## src/rtl/core/sa_pkg.sv

```systemverilog
// Shared types and constants for the stack allocator with padding header.
// No dependencies; imported by sa_ctrl, sa_dp and stack_allocator_with_header.
package sa_pkg;

  localparam int unsigned OFF_W  = 13;
  localparam int unsigned ADDR_W = 32;
  localparam int unsigned ALOG_W = 4;

  localparam logic [OFF_W-1:0] LEN_RESET = 13'd4096;

  // Configuration register indexes
  localparam logic CFG_BASE_ADDRESS  = 1'b0;
  localparam logic CFG_BUFFER_LENGTH = 1'b1;

  typedef enum logic [1:0] {
    OP_ALLOC    = 2'd0,
    OP_FREE     = 2'd1,
    OP_FREE_ALL = 2'd2
  } sa_op_e;

  typedef enum logic [1:0] {
    ST_OK      = 2'd0,
    ST_OOM     = 2'd1,
    ST_BOUNDS  = 2'd2,
    ST_IGNORED = 2'd3
  } sa_status_e;

  typedef struct packed {
    sa_op_e              opcode;
    logic [OFF_W-1:0]    size;
    logic [ALOG_W-1:0]   align_log2;
    logic [ADDR_W-1:0]   address;
  } sa_req_t;

  typedef struct packed {
    sa_status_e          status;
    logic [ADDR_W-1:0]   result_address;
    logic [OFF_W-1:0]    top_offset;
  } sa_rsp_t;

  typedef enum logic [1:0] {
    S_CLEAR,
    S_IDLE,
    S_EXEC,
    S_FREE
  } sa_state_e;

  // Controller -> datapath
  typedef struct packed {
    logic clr;   // write zero to header store at clear counter
    logic load;  // capture request
    logic exec;  // evaluate captured request
    logic fin;   // finish a free with the header byte just read
  } sa_cmd_t;

  // Datapath -> controller
  typedef struct packed {
    logic clr_last;  // clear counter at last entry
    logic rd_pend;   // captured request needs a header read
  } sa_sts_t;

endpackage

```

## src/rtl/core/sa_ctrl.sv

```systemverilog
// Sequencer for the stack allocator: clearing pass, accept, evaluate, header read.
// Depends on sa_pkg.
module sa_ctrl (
  input  logic            clk_i,
  input  logic            rst_ni,
  input  logic            start_i,
  input  sa_pkg::sa_sts_t sts_i,
  output sa_pkg::sa_cmd_t cmd_o,
  output logic            busy_o
);
  import sa_pkg::*;

  sa_state_e state_q, state_d;

  always_ff @(posedge clk_i or negedge rst_ni) begin
    if (!rst_ni) begin
      state_q <= S_CLEAR;
    end else begin
      state_q <= state_d;
    end
  end

  always_comb begin
    state_d = state_q;
    cmd_o   = '0;
    unique case (state_q)
      S_CLEAR: begin
        cmd_o.clr = 1'b1;
        if (sts_i.clr_last) begin
          state_d = S_IDLE;
        end
      end
      S_IDLE: begin
        if (start_i) begin
          cmd_o.load = 1'b1;
          state_d    = S_EXEC;
        end
      end
      S_EXEC: begin
        cmd_o.exec = 1'b1;
        state_d    = sts_i.rd_pend ? S_FREE : S_IDLE;
      end
      S_FREE: begin
        cmd_o.fin = 1'b1;
        state_d   = S_IDLE;
      end
      default: begin
        state_d = S_IDLE;
      end
    endcase
  end

  assign busy_o = (state_q != S_IDLE);

  a_free_after_exec: assert property (@(posedge clk_i) disable iff (!rst_ni)
    state_q == S_FREE |-> $past(state_q) == S_EXEC && $past(sts_i.rd_pend))
    else $error("free stage entered without a pending header read");

endmodule

```

## config.mk

```make
export PLATFORM = sky130hd
export DESIGN_NAME = sa_ctrl
export DESIGN_NICKNAME = d
export VERILOG_FILES = /design/src/rtl/core/sa_pkg.sv /design/src/rtl/core/sa_ctrl.sv
export SDC_FILE = /design/constraint.sdc
export NUM_CORES = 1
export LEC_CHECK = 0
export ABC_AREA = 1
export ABC_CLOCK_PERIOD_IN_PS = 1550
export BUFFER_PORTS_ARGS = -buffer_cell sky130_fd_sc_hd__buf_2
export CELL_PAD_IN_SITES_DETAIL_PLACEMENT = 1
export CELL_PAD_IN_SITES_GLOBAL_PLACEMENT = 1
export CORE_AREA = 2 2 39 41
export CTS_CLUSTER_SIZE = 8
export DETAILED_ROUTE_END_ITERATION = 7
export DIE_AREA = 0 0 41 43
export HOLD_SLACK_MARGIN = 0.05
export PLACE_DENSITY_LB_ADDON = 0.15
export SETUP_SLACK_MARGIN = 0.15
export SYNTH_ARGS = -nofsm -noshare
export SYNTH_HDL_FRONTEND = slang
export SYNTH_SLANG_ARGS = --single-unit
```

## constraint.sdc

```tcl
create_clock -name clk_i -period 1.55 [get_ports clk_i]
set_input_delay 0.2325 -clock clk_i [delete_from_list [all_inputs] [get_ports clk_i]]
set_output_delay 0.2325 -clock clk_i [all_outputs]
set_load 0.01 [all_outputs]
```

# Word-level counts from Yosys, hierarchy flattened
# Cells that the tools add are included.
[op_classes]
eq_ne = 6
n_reduce_logical = 2
mux = 9
[ops]
columns = ["cell", "count"]
rows = [
  ["$pmux 2 s4", 1],
  ["$mux 2", 3],
  ["$mux 1", 5],
  ["$eq 2x2->1 const B", 2],
  ["$ne 2x2->1 const B", 2],
  ["$eq 2x1->1 const B", 1],
  ["$logic_not 2->1", 1],
  ["$ne 2x1->1 const B", 1],
  ["$reduce_and 2->1", 1],
]
[totals]
output_inout_bits = 5
register_bits = 2

# Logic depth before layout (Yosys ltp)
# Gate-level depths: netlist of the first run.
[logic_depth]
depth_word = 3
mapped_depth = 6

# Worst setup path before layout of the first run
# Ideal clock, no wire load.
[synth_timing]
path_kind = "reg2reg"
start = "reg state_q[0]"
end = "reg state_q[0]"
synth_period_minus_slack_ns = 1.041
setup_time_ns = 0.127
arrival_ns = 0.914
slack_ns = 0.509
required_ns = 1.423
stages_incl_launch_ff = 7
path_cell_list = "dfrtp_1 > inv_1 > ha_1 > nand2_1 > nand2_2 > nand2_1 > o21ai_0"
[synth_via]
elab_chain_cells = 3
elab_cells_between_ends = 8
[synth_rtl]
columns = ["element", "line", "source"]
rows = [
  ["start: declaration", "sa_ctrl.sv:13", "sa_state_e state_q, state_d;"],
  ["start signal: assignment", "sa_ctrl.sv:19", "state_q <= state_d;"],
  ["$eq 2x1->1 or $logic_not 2->1 (tied branches)", "sa_ctrl.sv:26", "unique case (state_q)"],
  ["$ne 2x2->1 (no line)", "n/a", ""],
  ["$reduce_and 2->1 (no line)", "n/a", ""],
]
# Parallel ways exist; a longest one is shown, timed or not.
# A chain may end at the register's enable or synchronous reset.

==> results.ini, run 1 <==
[outcome]
status = finished clean

[logic_synthesis]
ys_ff_latch = 2
synth.distinct_cells = 7
yosys_warnings = 0
syn_nets = 32
yosysSeqAreaShare = 0.296
postSynthCellCount = 23
netlist_area_sq_um = 169
avgSynthCellArea_sq_um = 7.34

[worst_setup_path]
arrival_ps = 1080
cp_slowest_stage_delay_ps = 410
critPathSlowestCell = dfrtp_1
cp-end-kind = output port
crit_fanout = 4
path_class = reg2out
required_ps = 1320
cp-start-kind = flip-flop
cp_cell_sequence = inv_2, ha_4, nand2_1, inv_1, buf_2

[power]
vdd_ir_drop_max_uv = 592
p_total_uw = 491
power.density_mw_per_mm2 = 1750
leakage_nw = 0.166

[sta]
drv_slew = 0
hold_violations = 0
finalCritPeriodShare = 0.849
tns_ps = 0
finClkSkew_ps = 2.35
setup_slack_ps = 234
tightest_slew_ps = 150
finalCriticalPeriod_ps = 1320
grt_setup_unrepaired = false
setup_viol = 0
relSlewSlack = 0.899
max_freq_mhz = 760

[cells_and_area]
diodes = 0
area.growth.synth_to_final_pct = 65.9
final_util = 0.203
drive_above_1_share = 0.444
largest_registers = state_q (2)
fin_nets = 47
largest_reg_flops = 2
regMostFlops = state_q

[min_path]
hold_path.class = in2async

[route]
drt.antenna.violating_nets = 0
wl_per_cell_microns = 8.13
vias_per_cell = 3.46
vias = 180
route.detailed.drc = 0
routed_wl_microns = 423
drt_first_iter_violations = 1
drt_first_pass_iters = 2

[clocking]
cts_setup_buffers = 0
clk_pin_slew_ps = 30
clk_latency_ps = 220
clock_sinks = 2
htree_levels = 1
ctsRootBufferMaster = clkbuf_4
numCtsBuffers = 3
clock_path_buffers = 2
cts_tree = built

[die]
initial_core_util = 0.122
fp.dieH_microns = 43
die_w_microns = 41
rows = 14
io_pins = 10
core_area_sq_mm = 0.00138
die-area_sq_mm = 0.00176

[global_route]
antenna_found_initial = 0
grt_first_pass_wirelength_microns = 641
grtUsageTotal = 0.0582
overflow = 0
grt_pass1_vias = 178
grt_max_degree = 5

[placed_design]
gp_congestion = 0.577
port-buffer-count = 9
place_hpwl_microns = 331
pre_cts_slack_ps = 363

[job]
cap_violations = 0

## final cells by class
cell class	count	area (sq um)
Clock buffer	3	22.5
Fill cell	178	1100
Inverter	6	22.5
Multi-Input combinational cell	15	109
Sequential cell	2	51.3
Tap cell	16	20.0
Timing Repair Buffer	10	55.1
## cells in the final DEF, fill, tap and decap left out
master,n
dfrtp_1,1
ha_4,1
o21ai_0,1
dlygate4sd3_1,1
o21ai_1,1
ha_1,3
nand2_1,8
dfrtp_2,1
buf_2,9
clkbuf_4,3
nand2_2,1
inv_2,1
inv_1,5
## stage by stage
| stage | std cells | hold WS, ps | instance area, sq um |
|---|---|---|---|
| 6_report | 52 | 321 | 280 |
| 3_3_place_gp | 48 | 18.1 | 234 |
| 4_1_cts | 52 | 321 | 279 |
| 2_1_floorplan | 23 | -63.1 | 169 |
| 5_1_grt | 52 | 351 | 280 |
| 3_5_place_dp | 48 | 17.9 | 234 |
## worst max-delay path: cells and delay by family (launching register included)
kind | cells | cell delay [ps]
flops | 1 | 410
buf+inv | 3 | 240
fa+ha+maj | 1 | 140
simple gates | 1 | 50
## where the power goes
group          internal (mW)  leakage (nW)  total [mW]  switching, mW
clock                 0.0854        0.0138       0.115         0.0297
combinational          0.114         0.128       0.263          0.148
sequential            0.0793        0.0238       0.113         0.0334
total                  0.279         0.166       0.491          0.212
## cell families after synthesis
| family | share of synthesized area |
|---|---|
| and+or+nand+nor | 0.215 |
| buffers and inverters | 0.133 |
| adders and majority gates | 0.296 |
| AOI/OAI and AO/OA | 0.0592 |
| DFF | 0.296 |
## synth_stat cells, drive strengths merged
library cell,n,share of area
inv,6,0.13
nand2,9,0.21
dfrtp,2,0.30
ha,4,0.30
o21ai,2,0.059
## layer usage
metal	vias to the layer above	global-route usage	wire length (microns)
met5	-	0	0
met4	0	0.0600	0
met3	0	0.0314	34
met2	7	0.0719	209
met1	80	0.0641	178
li1	93	-	-
## repair_timing
item	CTS	global route
endpoints found under the hold margin	2	0
gates resized for setup	2	2
hold buffers	1	0
setup endpoints to repair	1	3
## final timing paths
kind | cells past startpoint | start | endpoint | slack (ps)
setup / recovery | 5 | state_q[1]$_DFFE_PN0P_ | cmd_o[2] | 230
hold / removal | 2 | rst_ni | state_q[1]$_DFFE_PN0P_ | 320
setup reg to reg | 6 | state_q[0]$_DFFE_PN0P_ | state_q[0]$_DFFE_PN0P_ | 460
hold reg to reg | 2 | state_q[0]$_DFFE_PN0P_ | state_q[0]$_DFFE_PN0P_ | 570
max in group asynchronous | 2 | rst_ni | state_q[0]$_DFFE_PN0P_ | 1120
min in group clk_i | 5 | sts_i[0] | state_q[1]$_DFFE_PN0P_ | 370
Power figures use the tool's default switching activity.
==> run 2: changes to the inputs <==
Settings changed: ABC_AREA 1 to 0, ABC_CLOCK_PERIOD_IN_PS 1550 to 1400.
Clock period 1.55 ns to 1.4 ns, I/O delays scaled along.
==> results.ini, run 2 <==
[outcome]
status = finished clean

[sta]
grt_setup_unrepaired = true
finClkSkew_ps = 0.648  ; -1.70 ps
max_freq_mhz = 784
drv_slew = 0  ; unchanged
setup_slack_ps = 124  ; -110 ps
hold_violations = 0  ; unchanged
tns_ps = 0  ; unchanged
setup_viol = 0  ; unchanged
hold_ws_ps = 307  ; -14.1 ps
finalCriticalPeriod_ps = 1280
finalCritPeriodShare = 0.911
relSlewSlack = 0.901  ; +0.00274
tightest_slew_ps = 144  ; -6.63 ps

[min_path]
hold_path.class = in2async

[route]
vias = 186  ; +3.3%
vias_per_cell = 3.72  ; +7.5%
drt_first_pass_iters = 2  ; unchanged
route.detailed.drc = 0  ; unchanged
drt.antenna.violating_nets = 0  ; unchanged
routed_wl_microns = 484  ; +14%
drt_first_iter_violations = 1  ; unchanged
wl_per_cell_microns = 9.68  ; +19%

[power]
p_sw_uw = 297  ; +40%
clock_power_share = 0.170  ; -0.065
combinationalPowerShare = 0.659  ; +0.123
sw_frac_of_total = 0.404  ; -0.0277
p_total_uw = 736  ; +50%
p_seq_frac = 0.171  ; -0.059
power.density_mw_per_mm2 = 2110  ; +20%
vdd_ir_drop_max_uv = 540  ; -8.8%
p_int_uw = 439  ; +57%
leakage_nw = 0.173  ; +4.4%

[placed_design]
place_area_sq_um = 238  ; +1.6%
port-buffer-count = 9  ; unchanged
place_hpwl_microns = 305  ; -8.0%
gp_congestion = 0.591  ; +2.4%
pre_cts_slack_ps = 156  ; -208 ps

[die]
io_pins = 10  ; unchanged
rows = 14  ; unchanged
die_w_microns = 41  ; unchanged
initial_core_util = 0.125  ; +0.00271
core_area_sq_mm = 0.00138  ; unchanged
fp.dieH_microns = 43  ; unchanged
die-area_sq_mm = 0.00176  ; unchanged

[logic_synthesis]
yosys_warnings = 0  ; unchanged
ys_ff_latch = 2  ; unchanged
synth_edf_count = 0  ; unchanged
synth.area.top_cells = dfrtp_1, ha_1, inv_1
ys.flop_type = dfrtp_1
avgSynthCellArea_sq_um = 9.59  ; +31%
synth_top_area_share = 0.290  ; -0.00644
syn_nets = 27  ; -16%
async_flop_share = 1.00  ; unchanged
netlist_area_sq_um = 173  ; +2.2%
synth_top_cell_by_area = dfrtp_1
yosys-top-cells-count = ha_1, inv_1, dfrtp_1, o21ai_0
postSynthCellCount = 18  ; -22%
yosysSeqAreaShare = 0.290  ; -0.00644
synth.distinct_cells = 10  ; +3

[worst_setup_path]
path_class = reg2out
endpoint = cmd_o[2]
critPathTopFamily = flip-flops
required_ps = 1190  ; -130 ps
cp-start-kind = flip-flop
startpoint = state_q[0]$_DFFE_PN0P_
reg2reg_from = state_q[1]$_DFFE_PN0P_
cp_num_cells = 4  ; -1
arrival_ps = 1070  ; about the same
r2r_setup_slack_ps = 150  ; -310 ps
cp_slowest_stage_delay_ps = 440  ; +30 ps
crit_fanout = 4  ; unchanged
timing.rr.end = state_q[1]$_DFFE_PN0P_
worst-r2r-cell-count = 6  ; unchanged
crit_buf_inv = 2  ; -1
cp-end-kind = output port
critPathSlowestCell = dfrtp_2
cp_cell_sequence = ha_4, inv_2, nor2_2, buf_2

[cells_and_area]
area.growth.synth_to_final_pct = 102
postLayoutCellArea_sq_um = 349  ; +25%
final_common_cell = buf_2
largest_registers = state_q (2)
fin_nets = 45  ; -4.3%
final_cell_mix = buf_2, ha_4, clkbuf_4, buf_4
diodes = 0  ; unchanged
fillers = 175  ; -1.7%
regMostFlops = state_q
largest_reg_flops = 2  ; unchanged
drive_above_1_share = 0.735  ; +0.291

[clocking]
clk_pin_slew_ps = 30  ; about the same
clk_latency_ps = 220  ; about the same
ctsRootBufferMaster = clkbuf_4
cts_tree = built
clock_path_buffers = 2  ; unchanged
clock_sinks = 2  ; unchanged
numCtsBuffers = 3  ; unchanged
htree_levels = 1  ; unchanged

[global_route]
grt_pass1_vias = 200  ; +12%
grt_first_pass_wirelength_microns = 869  ; +36%
antenna_found_initial = 0  ; unchanged
grtUsageTotal = 0.0832  ; +0.0251
grt_max_degree = 5  ; unchanged
overflow = 0  ; unchanged

[job]
cap_violations = 0  ; unchanged

run 2: per-layer routing:
layer	track usage	wire, microns	up-vias
li1	-	-	89
met1	0.0865	190	91
met2	0.109	263	6
met3	0.0471	30	0
met4	0.0800	0	0
met5	0	0	-
run 2: worst min-delay path by stage:
stage,slack [ps],endpoint,start
2_1_floorplan,-90,state_q[0]$_DFFE_PN0P_,rst_ni
3_3_place_gp,-6,state_q[1]$_DFFE_PN0P_,rst_ni
3_5_place_dp,-4,state_q[1]$_DFFE_PN0P_,rst_ni
4_1_cts,300,state_q[0]$_DFFE_PN0P_,rst_ni
5_1_grt,330,state_q[0]$_DFFE_PN0P_,rst_ni
6_report,310,state_q[0]$_DFFE_PN0P_,rst_ni
run 2: layout make-up:
cell class                      instances  area (sq um)  share of cell area
Clock buffer                            3          22.5              0.0645
Tap cell                               16          20.0              0.0573
Sequential cell                         2          51.3               0.147
Timing Repair Buffer                   13          90.1               0.258
Inverter                                4          17.5              0.0502
Multi-Input combinational cell         12           148               0.423
run 2: power groups by stage:
stage	registers [mW]	logic, mW	clock network [mW]
6_report	0.126	0.485	0.125
5_1_grt	0.132	0.545	0.134
3_5_place_dp	0.112	0.303	0
3_3_place_gp	0.114	0.298	0
2_1_floorplan	0.105	0.214	0
4_1_cts	0.118	0.473	0.134
run 2: cell families (layout without fill, tap and decap cells):
kind of cell    count (synthesis)  in the layout  share of synthesized area
mux                             1              1                     0.0580
simple gates                    3              3                      0.123
flops                           2              2                      0.290
buf+inv                         4             20                     0.0869
compound gates                  4              4                      0.152
fa+ha+maj                       4              4                      0.290
run 2: stage by stage:
stage               utilization  std cells
finish                    0.252         50
global placement          0.172         43
global route              0.252         50
detailed placement        0.172         43
CTS                       0.248         50
floorplan                     -         18
run 2: timing repair:
action,in CTS,in global routing
setup buffers,3,0
endpoints found under the setup margin,4,7
gates cloned,0,0
hold buffers,1,0
pin swaps,2,1
resized for setup,11,3
endpoints found under the hold margin,2,0
==> run 3: changes to the inputs <==
Settings changed: ABC_AREA 0 to 1, RECOVER_POWER set to 25.
==> results.ini, run 3 (synthesis results as in run 1) <==
[route]
route.detailed.drc = 0  ; unchanged
drt.antenna.violating_nets = 0  ; unchanged
vias_per_cell = 3.30  ; -11%
wl_per_cell_microns = 7.93  ; -18%
drt_first_iter_violations = 3  ; +2
drt_first_pass_iters = 2  ; unchanged
routed_wl_microns = 428  ; -12%
vias = 178  ; -4.3%

[sta]
drv_slew = 0  ; unchanged
setup_slack_ps = 127  ; +2.36 ps
finalCriticalPeriod_ps = 1270  ; -2.36 ps
hold_violations = 0  ; unchanged
relSlewSlack = 0.899  ; -0.00207
finClkSkew_ps = 2.35  ; +1.70 ps
grt_setup_unrepaired = true
tightest_slew_ps = 149  ; +5.64 ps
finalCritPeriodShare = 0.909  ; -0.00169
max_freq_mhz = 785  ; +0.19%
tns_ps = 0  ; unchanged
setup_viol = 0  ; unchanged
hold_ws_ps = 300  ; -7.44 ps

[placed_design]
pre_cts_slack_ps = 238  ; +82.9 ps
port-buffer-count = 9  ; unchanged
gp_congestion = 0.577  ; -2.4%
place_hpwl_microns = 328  ; +7.4%

[die]
core_area_sq_mm = 0.00138  ; unchanged
die_w_microns = 41  ; unchanged
io_pins = 10  ; unchanged
initial_core_util = 0.122  ; -0.00271
die-area_sq_mm = 0.00176  ; unchanged
fp.dieH_microns = 43  ; unchanged
rows = 14  ; unchanged

[clocking]
ctsRootBufferMaster = clkbuf_4
htree_levels = 1  ; unchanged
cts_tree = built
clock_path_buffers = 2  ; unchanged
numCtsBuffers = 3  ; unchanged
clk_latency_ps = 220  ; about the same
clk_pin_slew_ps = 30  ; about the same
clock_sinks = 2  ; unchanged

[power]
p_int_uw = 371  ; -15%
power.density_mw_per_mm2 = 2000  ; -5.1%
combinationalPowerShare = 0.593  ; -0.066
leakage_nw = 0.173  ; -0.42%
clock_power_share = 0.204  ; +0.034
p_seq_frac = 0.203  ; +0.032
vdd_ir_drop_max_uv = 671  ; +24%
p_sw_uw = 252  ; -15%
sw_frac_of_total = 0.404  ; +0.000979

[global_route]
grt_first_pass_wirelength_microns = 655  ; -25%
grt_pass1_vias = 183  ; -8.5%
antenna_found_initial = 0  ; unchanged
grt_max_degree = 5  ; unchanged
grtUsageTotal = 0.0601  ; -0.0231
overflow = 0  ; unchanged

[worst_setup_path]
critPathSlowestCell = dfrtp_1
cp_slowest_stage_delay_ps = 400  ; -40 ps
required_ps = 1190  ; about the same
crit_fanout = 4  ; unchanged
cp-end-kind = output port
cp-start-kind = flip-flop
arrival_ps = 1060  ; about the same
path_class = reg2out
cp_cell_sequence = buf_4, ha_1, buf_2

[cells_and_area]
final_common_cell = nand2_1
diodes = 0  ; unchanged
fin_nets = 49  ; +8.9%
regMostFlops = state_q
final_util = 0.225  ; -0.0271
largest_reg_flops = 2  ; unchanged
fillers = 176  ; +0.57%
drive_above_1_share = 0.553  ; -0.183
area.growth.synth_to_final_pct = 84.4
largest_registers = state_q (2)
final_cell_mix = nand2_1, buf_2, inv_1, inv_2, clkbuf_4

[job]
cap_violations = 0  ; unchanged

[outcome]
status = finished clean

[min_path]
hold_path.class = in2async

==> run 3: changes by cell type in the layout (fill, tap and decap cells not counted), sizes merged <==
cell and change:
a21o -1, a21oi -1, buf -2, clkbuf +1, inv +2, mux2i -1
nand2 +8, nor2 -1, nor2b -1
==> run 3: final cells by class <==
type,count,area [sq um],share of cell area
Tap cell,16,20.0,0.0643
Clock buffer,3,22.5,0.0723
Sequential cell,2,51.3,0.165
Timing Repair Buffer,12,81.3,0.261
Inverter,6,22.5,0.0723
Multi-Input combinational cell,15,114,0.365
==> run 3: power groups by stage <==
stage / sequential [mW] / clock (mW) / combinational (mW)
4_1_cts: 0.124 / 0.135 / 0.326
5_1_grt: 0.133 / 0.137 / 0.425
6_report: 0.126 / 0.127 / 0.370
3_3_place_gp: 0.114 / 0 / 0.272
2_1_floorplan: 0.106 / 0 / 0.188
3_5_place_dp: 0.114 / 0 / 0.277
==> run 3: worst paths after layout <==
check                                        from                     end  slack [ps]  cells after the start
setup / recovery           state_q[1]$_DFFE_PN0P_                cmd_o[0]         130                      3
hold / removal                             rst_ni  state_q[1]$_DFFE_PN0P_         300                      2
setup reg to reg           state_q[1]$_DFFE_PN0P_  state_q[0]$_DFFE_PN0P_         250                      7
hold reg to reg            state_q[1]$_DFFE_PN0P_  state_q[1]$_DFFE_PN0P_         570                      2
max in group asynchronous                  rst_ni  state_q[0]$_DFFE_PN0P_         960                      2
min in group clk_i                       sts_i[0]  state_q[1]$_DFFE_PN0P_         340                      5
==> run 3: timing repair <==
| item | 4_1_cts | 5_1_grt |
|---|---|---|
| hold endpoints to repair | 2 | 0 |
| setup endpoints to repair | 4 | 5 |
| gates resized for setup | 5 | 5 |
| pin swaps | 1 | 2 |
| hold buffers | 1 | 0 |
| buffers inserted | 1 | 1 |
==> run 3: layer usage <==
metal	track usage	wire, microns
met1	0.0671	186
met2	0.0750	206
met3	0.0314	35
met4	0.0600	0
met5	0	0
==> run 3: per-stage QoR <==
step                      std cells  instance area (sq um)  total power, mW
final                            54                    312            0.623
after floorplan                  23                    169            0.294
after detailed placement         48                    234            0.391
after CTS                        53                    290            0.586
after global placement           48                    234            0.385
after global routing             54                    312            0.695
==> run 3: critical path, delay by kind of cell (launching register included) <==
family                     cells  cell delay, ps
DFF                            1             400
buffers and inverters          2             280
adders and majority gates      1             160
